--- config.mk ---
export PLATFORM = sky130hd
export DESIGN_NAME = cpp_fifo
export DESIGN_NICKNAME = d
export VERILOG_FILES = /design/src/design/cpp_pkg.sv /design/src/design/cpp_fifo.sv
export SDC_FILE = /design/constraint.sdc
export NUM_CORES = 1
export LEC_CHECK = 0
export ABC_AREA = 1
export BUFFER_PORTS_ARGS = -buffer_cell sky130_fd_sc_hd__buf_2
export CORE_UTILIZATION = 40
export DETAILED_ROUTE_END_ITERATION = 7
export GPL_TIMING_DRIVEN = 0
export PLACE_DENSITY = 0.59
export SLEW_MARGIN = 30
export SYNTH_ARGS = -nofsm -noshare
export SYNTH_HDL_FRONTEND = slang
export SYNTH_SLANG_ARGS = --single-unit
--- constraint.sdc ---
create_clock -name i_clk -period 20 [get_ports i_clk]
set_clock_uncertainty 0.05 [all_clocks]
set_input_delay 0 -clock i_clk [delete_from_list [all_inputs] [get_ports i_clk]]
set_output_delay 0 -clock i_clk [all_outputs]
set_load 0.1 [all_outputs]
--- src/design/cpp_pkg.sv ---
// ----------------------------------------------------------------------------
// cpp_pkg
// Shared types, widths and constants of the camera point projection unit.
// ----------------------------------------------------------------------------
package cpp_pkg;

    // screen size in pixels
    localparam int SCREEN_WIDTH  = 1600;
    localparam int SCREEN_HEIGHT = 1200;

    // port widths
    localparam int CAM_W      = 32;
    localparam int QT_W       = 16;
    localparam int PT_W       = 32;
    localparam int RAD_W      = 31;
    localparam int SXY_W      = 20;
    localparam int SR_W       = 19;
    localparam int ST_W       = 2;
    localparam int CFG_IDX_W  = 3;
    localparam int CFG_DATA_W = 32;

    // datapath widths
    localparam int Q28_W  = 35;
    localparam int M_W    = 22;
    localparam int DIFF_W = 33;
    localparam int PROD_W = M_W + DIFF_W;
    localparam int ACC_W  = PROD_W + 2;
    localparam int LOC_W  = ACC_W - 16;
    localparam int XS_W   = LOC_W + 1;
    localparam int YS_W   = LOC_W + 3;
    localparam int K_W    = 19;
    localparam int NUM_W  = 64;
    localparam int DEN_W  = 44;
    localparam int REM_W  = 64;

    // divider: one quotient bit per stage plus an overflow check stage
    localparam int DIV_BITS = SR_W;
    localparam int DIV_LAT  = DIV_BITS + 1;

    // pixel scale factors, Q.4 with the factor 2 of the half-up rounding folded in
    localparam logic signed [K_W-1:0] SX_K = K_W'(SCREEN_WIDTH * 8);
    localparam logic signed [K_W-1:0] SY_K = K_W'(SCREEN_HEIGHT * 8);
    localparam logic signed [K_W-1:0] SR_K = K_W'(SCREEN_WIDTH * 16);

    // queue between front and back
    localparam int FIFO_DEPTH     = 8;
    localparam int FIFO_AW        = 3;
    localparam int FRONT_INFLIGHT = 3;

    // cycles for the rotation matrix to follow a register write
    localparam logic [1:0] SETTLE_CYC = 2'd2;

    localparam logic signed [QT_W-1:0] QUAT_W_RESET = 16'sd16384;

    typedef enum logic [CFG_IDX_W-1:0] {
        REG_CAM_X  = 3'd0,
        REG_CAM_Y  = 3'd1,
        REG_CAM_Z  = 3'd2,
        REG_QUAT_W = 3'd3,
        REG_QUAT_X = 3'd4,
        REG_QUAT_Y = 3'd5,
        REG_QUAT_Z = 3'd6
    } t_reg_idx;

    typedef enum logic [ST_W-1:0] {
        ST_OK    = 2'd0,
        ST_DEPTH = 2'd1,
        ST_SAT   = 2'd2
    } t_status;

    typedef struct packed {
        logic                  vld;
        logic [CFG_IDX_W-1:0]  idx;
        logic [CFG_DATA_W-1:0] data;
    } t_cfg_wr;

    typedef struct packed {
        logic signed [LOC_W-1:0] lx;
        logic signed [LOC_W-1:0] ly;
        logic signed [LOC_W-1:0] lz;
        logic [RAD_W-1:0]        r;
    } t_loc;

endpackage

--- src/design/cpp_fifo.sv ---
// ----------------------------------------------------------------------------
// cpp_fifo
// Short queue of camera-space points between the front and the back.
// ----------------------------------------------------------------------------
module cpp_fifo (
    input  logic                            i_clk,
    input  logic                            i_rst_n,
    input  logic                            i_push,
    input  cpp_pkg::t_loc                   i_data,
    input  logic                            i_pop,
    output logic                            o_vld,
    output cpp_pkg::t_loc                   o_data,
    output logic                            o_near_full
);

    cpp_pkg::t_loc                r_mem [0:cpp_pkg::FIFO_DEPTH-1];
    logic [cpp_pkg::FIFO_AW-1:0]  r_wr, r_rd;
    logic [cpp_pkg::FIFO_AW:0]    r_cnt;
    logic                         v_pop;

    assign v_pop = i_pop && (r_cnt != '0);

    always_ff @(posedge i_clk) begin
        if (i_push) begin
            r_mem[r_wr] <= i_data;
        end
    end

    always_ff @(posedge i_clk) begin
        if (!i_rst_n) begin
            r_wr  <= '0;
            r_rd  <= '0;
            r_cnt <= '0;
        end else begin
            if (i_push) begin
                r_wr <= r_wr + 1'b1;
            end
            if (v_pop) begin
                r_rd <= r_rd + 1'b1;
            end
            r_cnt <= r_cnt + (cpp_pkg::FIFO_AW+1)'(i_push) - (cpp_pkg::FIFO_AW+1)'(v_pop);
        end
    end

    assign o_vld       = (r_cnt != '0);
    assign o_data      = r_mem[r_rd];
    // leave room for the points still inside the front
    assign o_near_full = (r_cnt >= (cpp_pkg::FIFO_AW+1)'(cpp_pkg::FIFO_DEPTH
                                                          - cpp_pkg::FRONT_INFLIGHT));

endmodule

==> metrics.md, run 1 <==
| Metric | Value |
|---|---|
| Outcome | complete, no violations |
| Final Util | 0.5015 |
| Level count of the clock H-tree | 4 |
| I/O pins | 314 |
| Unrepaired setup endpoints after global routing | false |
| Post-synth design cell area | 53410 µm² |
| Arr. time, crit path | 3560 ps |
| Global routing usage summed across all routing layers | 0.2187 |
| Floorplan die area | 135000 µm² |
| Fill cells | 11730 |
| Non-filler cells, final | 7917 |
| Post-route design area | 66180 µm² |
| Worst setup path category | reg -> out |
| Core region area | 132000 µm² |
| Most common library cell in the layout ignoring fill and taps | sky130_fd_sc_hd__nand2_1 |
| Final total power | 7.702 mW |
| Clock Tree Root | sky130_fd_sc_hd__clkbuf_16 |
| Sink Count | 1245 |
| Violation count after the first detailed-routing iteration | 3108 |
| Die X | 367.4 µm |
| Post-synthesis simple-gate area fraction | 0.2090 |
| Post-DR vias/cell | 4.692 |
| DRC violations left | 0 |
| Share of the synthesized area in compound gates (AO/OA/AOI/OAI) | 0.001031 |
| Mean routed wirelength per cell | 18.66 µm |
| Final sum of negative setup slack | 0 ps |
| Pin count of the biggest net entering global routing | 23 |
| Count of different cell masters after synthesis | 19 |
| Leakage component of the power | 29.70 nW |
| Post-route worst setup slack | 16390 ps |
| Clk slew on worst S/H paths | 60 ps |
| Detailed-route wire length | 147.7 mm |
| Worst IR Drop VDD | 0.0001196 V |
| Number of register bits inferred by synthesis | 1245 |
| Initial antenna violation count | 23 |
| Net count reported at finish | 6223 |
| Buffers added on ports | 312 |
| Area taken by flip-flops and latches | 37260 µm² |
| Placed cells | 7411 |
| Number of max-cap violations | 0 |
| R2r endpoint | r_cnt[3]$_SDFF_PN0_ |
| Cell area power density | 116.4 nW/µm² |
| Via count | 37150 |
| Clock buffers created by TritonCTS | 137 |
| Crit path to | o_data[82] |
| FMAX | 277.2 MHz |
| Arithmetic-cell share of the synthesized area counting full adders, half adders and majority gates | 0.002015 |
| Most used cells in the layout excluding fill and tap cells | 2329 x sky130_fd_sc_hd__nand2_1, 1232 x sky130_fd_sc_hd__edfxtp_1, 939 x sky130_fd_sc_hd__inv_1, 467 x sky130_fd_sc_hd__nand3_1, 442 x sky130_fd_sc_hd__buf_2 |
| Multiplexer share of the synthesized area | 0 |
| Die Span Y | 367.4 µm |
| FP Rows | 133 |
| Final worst path period need | 3607 ps |
| Post-Place Worst Slack | 17120 ps |
| Type of the worst min-delay path | in -> reg |
| Count of final hold-check violations | 0 |
| CTS tree | done |
| Critical path startpoint category | flop |
| Weighted congestion at the end of routability-driven global placement | 0.7694 |
| Final-report max-slew violation count | 0 |
| Fraction of layout instances using a drive strength above 1 | 0.1230 |
| Placed wire-length estimate after detailed placement | 97.57 mm |
| Maximum net fanout on the critical path | 10 |
| Ratio of final minimum period to clock period | 0.1803 |
| Crit. End Element | output pin |
| Area of the multi-input gates | 11390 µm² |
| Vias in the first global route | 35990 |
| Clock latency at the later pin of the worst-skew pair | 750 ps |
| Largest family of logic cells by synthesized area | simple AND/OR/NAND/NOR gates |
| Slack of the worst reg-to-reg path | 16590 ps |
| Sequential-to-total area share from yosys stat | 0.6975 |
| Area growth, synth to finish | 23.90% |
| Origin of the critical flop-to-flop path | r_cnt[2]$_SDFF_PN0_ |
| DR pass1 iterations | 6 |
| Worst slew pin tran | 744.5 ps |
| Mean instance size in the synthesized netlist | 10.15 µm² |
| First-pass GRT wire length | 220.3 mm |
| Number of instances in the synthesized netlist | 5261 |
| Register-to-Register Path Depth | 14 |
| CP Data Required Time | 19950 ps |
| Worst slew margin relative to its limit | 0.5037 |
| Placed Instance Area | 59460 µm² |
| Number of warnings issued by yosys | 0 |
| Total nets after synthesis | 5427 |
| Smallest hold slack | 55.55 ps |
| Overall overflow remaining after global route | 0 |
| Post-Synth XOR/XNOR Area | 0.0001640 |
| # setup viols final | 0 |
| Largest buffer count on any clock path | 3 |
| Starting utilization of the core area | 0.4047 |
| Detail Route Antenna Nets | 0 |
-- kinds of logic (layout without fill, tap and decap cells) --
logic type      after synthesis  count (layout)
other cells                   0               7
fa+ha+maj                     8               8
xor+xnor                      1               1
compound gates               11              11
buf+inv                    1180            2074
simple gates               2816            2816
flops                      1245            1245
-- layout make-up --
cell class / instances / area share
plain buffers: 239 / 0.01949
diodes: 7 / 0.0002647
flip-flops and latches: 1245 / 0.5630
inverters: 941 / 0.05337
clock inverters: 66 / 0.006958
multi-input cells: 2836 / 0.1722
clock buffers: 171 / 0.05470
well taps: 1755 / 0.03318
repair buffers: 657 / 0.09688
-- sequential cells by signal (all words and copies together), names as in the netlist, named ones only --
name   count
r_cnt      4
r_rd       3
r_wr       3
r_mem   1232
-- power by group --
part,internal [mW],switching [mW]
registers,2.93,0.0150
clock network,1.33,1.01
logic,0.483,1.94
-- Yosys cell counts (all sizes together) --
| cell type | n | area [µm²] |
|---|---|---|
| nor2 | 17 | 63.81 |
| nand3b | 1 | 7.510 |
| ha | 7 | 87.58 |
| a21oi | 7 | 35.03 |
| o21ai | 4 | 20.02 |
| or2 | 2 | 12.51 |
| edfxtp | 1232 | 37000 |
| xor2 | 1 | 8.760 |
| inv | 941 | 3532 |
| clkbuf | 38 | 142.6 |
| fa | 1 | 20.02 |
| nand3 | 467 | 2337 |
| buf | 201 | 1146 |
| nand2 | 2329 | 8742 |
| dfxtp | 13 | 260.3 |
-- per-layer routing --
layer | vias to the layer above | wire length, µm | global-route usage
li1 | 18140 | - | -
met1 | 17540 | 61950 | 0.2869
met2 | 1191 | 70650 | 0.3626
met3 | 262 | 10890 | 0.04443
met4 | 20 | 4110 | 0.07011
met5 | - | 121 | 0
-- worst min-delay path by stage --
stage / startpoint / cells past startpoint / to / slack, ps
6_report: i_data[16] / 2 / r_mem[7][16]$_DFFE_PP_ / 60
5_1_grt: i_data[94] / 2 / r_mem[6][94]$_DFFE_PP_ / 30
4_1_cts: i_data[132] / 2 / r_mem[0][132]$_DFFE_PP_ / 0.2
3_5_place_dp: i_data[0] / 1 / r_mem[6][0]$_DFFE_PP_ / 220
3_3_place_gp: i_data[4] / 1 / r_mem[1][4]$_DFFE_PP_ / 220
2_1_floorplan: i_rst_n / 2 / r_cnt[0]$_SDFF_PN0_ / 40
-- critical path: stages (launching register included) --
cell and delay, ps:
sky130_fd_sc_hd__dfxtp_1 380, sky130_fd_sc_hd__buf_2 390, sky130_fd_sc_hd__buf_2 610, sky130_fd_sc_hd__buf_2 410, sky130_fd_sc_hd__nand3_1 110, sky130_fd_sc_hd__nand2_1 70, sky130_fd_sc_hd__nand2_1 40, sky130_fd_sc_hd__nand2_1 270
sky130_fd_sc_hd__buf_2 500
-- repair_timing --
action                    in CTS  in global routing
gates resized for setup        0                  0
hold buffers                 262                  0
setup buffers                  0                  0
hold endpoints to repair    1292                  0
Note: power is estimated with default switching activity, not from simulation.
==> run 2: changes to the inputs <==
clock period = 3.68 ns   (was 20 ns; I/O delays follow)
==> metrics.md, run 2 (synthesis results as in run 1) <==
| Metric | Value |
|---|---|
| Outcome | complete, no violations |
| Core region area | 132000 µm² (unchanged) |
| Most common library cell in the layout ignoring fill and taps | sky130_fd_sc_hd__nand2_1 |
| I/O pins | 314 (unchanged) |
| Most used cells in the layout excluding fill and tap cells | 2329 x sky130_fd_sc_hd__nand2_1, 1232 x sky130_fd_sc_hd__edfxtp_1, 939 x sky130_fd_sc_hd__inv_1, 467 x sky130_fd_sc_hd__nand3_1, 441 x sky130_fd_sc_hd__buf_2 |
| Worst setup path category | reg -> out |
| Die Span Y | 367.4 µm (unchanged) |
| Proportion of total power due to net switching | 0.3823 (-0.001541) |
| Pin count of the biggest net entering global routing | 21 (-8.7%) |
| Number of max-cap violations | 0 (unchanged) |
| Final total power | 42.59 mW (+450%) |
| Cell breakdown of the critical path | buf_2 -> buf_2 -> buf_2 -> nand3_1 -> nand2_1 -> nand2_1 -> nand2_1 -> buf_2 |
| Combinational fraction of design power | 0.309 (-0.005) |
| Maximum net fanout on the critical path | 10 (unchanged) |
| Largest stage delay on the critical path | 590 ps (-20 ps) |
| Final Util | 0.5050 (+0.003555) |
| Clock Tree Root | sky130_fd_sc_hd__clkbuf_16 |
| Placed cells | 7411 (unchanged) |
| Fill cells | 11570 (-1.4%) |
| FP Rows | 133 (unchanged) |
| Final sum of negative setup slack | 0 ps (unchanged) |
| Detailed-route wire length | 149.4 mm (+1.1%) |
| Master of the slowest instance on the critical path | sky130_fd_sc_hd__buf_2 |
| Largest register FFs | 1232 (unchanged) |
| Sink Count | 1245 (unchanged) |
| Most used cell along the critical path | sky130_fd_sc_hd__buf_2 |
| CP Data Required Time | 3630 ps (-16320 ps) |
| First-pass GRT wire length | 221.7 mm (+0.64%) |
| Clk slew on worst S/H paths | 60 ps (about the same) |
| Internal Power | 26.31 mW (+450%) |
| Switching power total | 16.28 mW (+450%) |
| Initial antenna violation count | 24 (+4.3%) |
| Arr. time, crit path | 3560 ps (about the same) |
| Placed Instance Area | 59450 µm² (about the same) |
| Floorplan die area | 135000 µm² (unchanged) |
| Via count | 37420 (+0.74%) |
| Largest registers | r_mem (1232), r_cnt (4) |
| Clock share of power | 0.315 (+0.012) |
| Type of the worst min-delay path | in -> reg |
| Clock latency at the later pin of the worst-skew pair | 770 ps (+20 ps) |
| Die X | 367.4 µm (unchanged) |
| DRC violations left | 0 (unchanged) |
| Final worst path period need | 3605 ps |
| Largest buffer count on any clock path | 3 (unchanged) |
| Worst slew margin relative to its limit | 0.5033 (about the same) |
| DR pass1 iterations | 5 (-1) |
| Post-route worst setup slack | 74.51 ps (-16320 ps) |
| Area growth, synth to finish | 24.78% |
| Mean routed wirelength per cell | 18.79 µm (+0.69%) |
| Clock buffers created by TritonCTS | 136 (-0.73%) |
| Level count of the clock H-tree | 4 (unchanged) |
| CTS tree | done |
| Violation count after the first detailed-routing iteration | 3087 (-0.68%) |
| Smallest hold slack | 44.89 ps (-10.66 ps) |
| Post-DR vias/cell | 4.706 (+0.28%) |
| Final-report max-slew violation count | 0 (unchanged) |
| FMAX | 277.4 MHz |
| Critical path startpoint category | flop |
| Unrepaired setup endpoints after global routing | false |
| Detail Route Antenna Nets | 0 (unchanged) |
| Cell area power density | 639.0 nW/µm² (+450%) |
| Number of buffers inserted to repair setup after CTS | 0 (unchanged) |
| Crit. End Element | output pin |
| Ratio of final minimum period to clock period | 0.9798 |
| Weighted congestion at the end of routability-driven global placement | 0.7647 (-0.61%) |
| Net count reported at finish | 6241 (+0.29%) |
| Post-route design area | 66650 µm² (+0.71%) |
| Vias in the first global route | 36210 (+0.59%) |
| Global routing usage summed across all routing layers | 0.2209 (+0.002183) |
| Count of final hold-check violations | 0 (unchanged) |
| Overall overflow remaining after global route | 0 (unchanged) |
| Worst IR Drop VDD | 0.0007844 V (+560%) |
| Leakage component of the power | 29.91 nW (+0.72%) |
| Starting utilization of the core area | 0.4047 (unchanged) |
| Register share of total power | 0.376 (-0.007) |
| Post-Place Worst Slack | 878.1 ps (-16240 ps) |
| Non-filler cells, final | 7953 (+0.45%) |
| Worst slew pin tran | 745.0 ps (+0.5020 ps) |
| Reg with most FFs | r_mem |
| Placed wire-length estimate after detailed placement | 96.75 mm (-0.84%) |
| Buffers added on ports | 312 (unchanged) |
| Fraction of layout instances using a drive strength above 1 | 0.1234 (+0.0003735) |
| # setup viols final | 0 (unchanged) |
-- run 2: cell types whose count changed in the layout (fill, tap and decap cells not counted), sizes merged --
| cell | change |
|---|---|
| diode | +6 |
| dlygate4sd3 | +19 |
| bufinv | +7 |
| inv | +2 |
| clkinvlp | -2 |
| clkinv | +5 |
| buf | -1 |
-- run 2: worst paths after layout --
path	from	to	slack, ps	depth (start not counted)
worst max register to register	r_wr[0]$_SDFFE_PN0P_	r_mem[6][106]$_DFFE_PP_	1180	7
worst min-delay path	i_data[139]	r_mem[6][139]$_DFFE_PP_	40	2
worst max-delay path	flop	o_data[1]	70	8
worst min register to register	r_wr[0]$_SDFFE_PN0P_	r_wr[0]$_SDFFE_PN0P_	450	2
-- run 2: per-layer routing --
layer	vias up	part of all wire	GRT usage	wire [µm]
met1	17690	0.42	0.2921	63370
met2	1236	0.47	0.3578	70580
met3	258	0.071	0.04290	10560
li1	18210	-	-	-
met5	-	0.00084	0	126
met4	22	0.032	0.08678	4778
-- run 2: repair_timing --
item / 4_1_cts / 5_1_grt
endpoints found under the hold margin: 1285 / 0
resized for setup: 0 / 3
hold buffers: 281 / 0
setup endpoints to repair: 0 / 4
-- run 2: power groups by stage --
stage,logic (mW),registers (mW),clock network (mW)
6_report,13.2,16.0,13.4
5_1_grt,14.0,16.0,14.2
4_1_cts,13.2,16.0,13.7
3_5_place_dp,13.0,16.3,0
3_3_place_gp,12.7,16.4,0
2_1_floorplan,9.39,16.3,0
-- run 2: layout make-up --
cell class	count	area, µm²	area share
Inverter	941	3532	0.05300
Clock buffer	170	3595	0.05394
Buffer	239	1294	0.01941
Timing Repair Buffer	676	6596	0.09898
Sequential cell	1245	37260	0.5590
Multi-Input combinational cell	2836	11390	0.1710
Antenna cell	13	32.53	0.0004881
Tap cell	1755	2196	0.03295
Clock inverter	78	750.7	0.01126
-- run 2: critical path, delay by kind of cell, from the launching register on --
kind / cells / cell delay (ps)
DFF: 1 / 390
and+or+nand+nor: 4 / 470
buffers and inverters: 4 / 1900
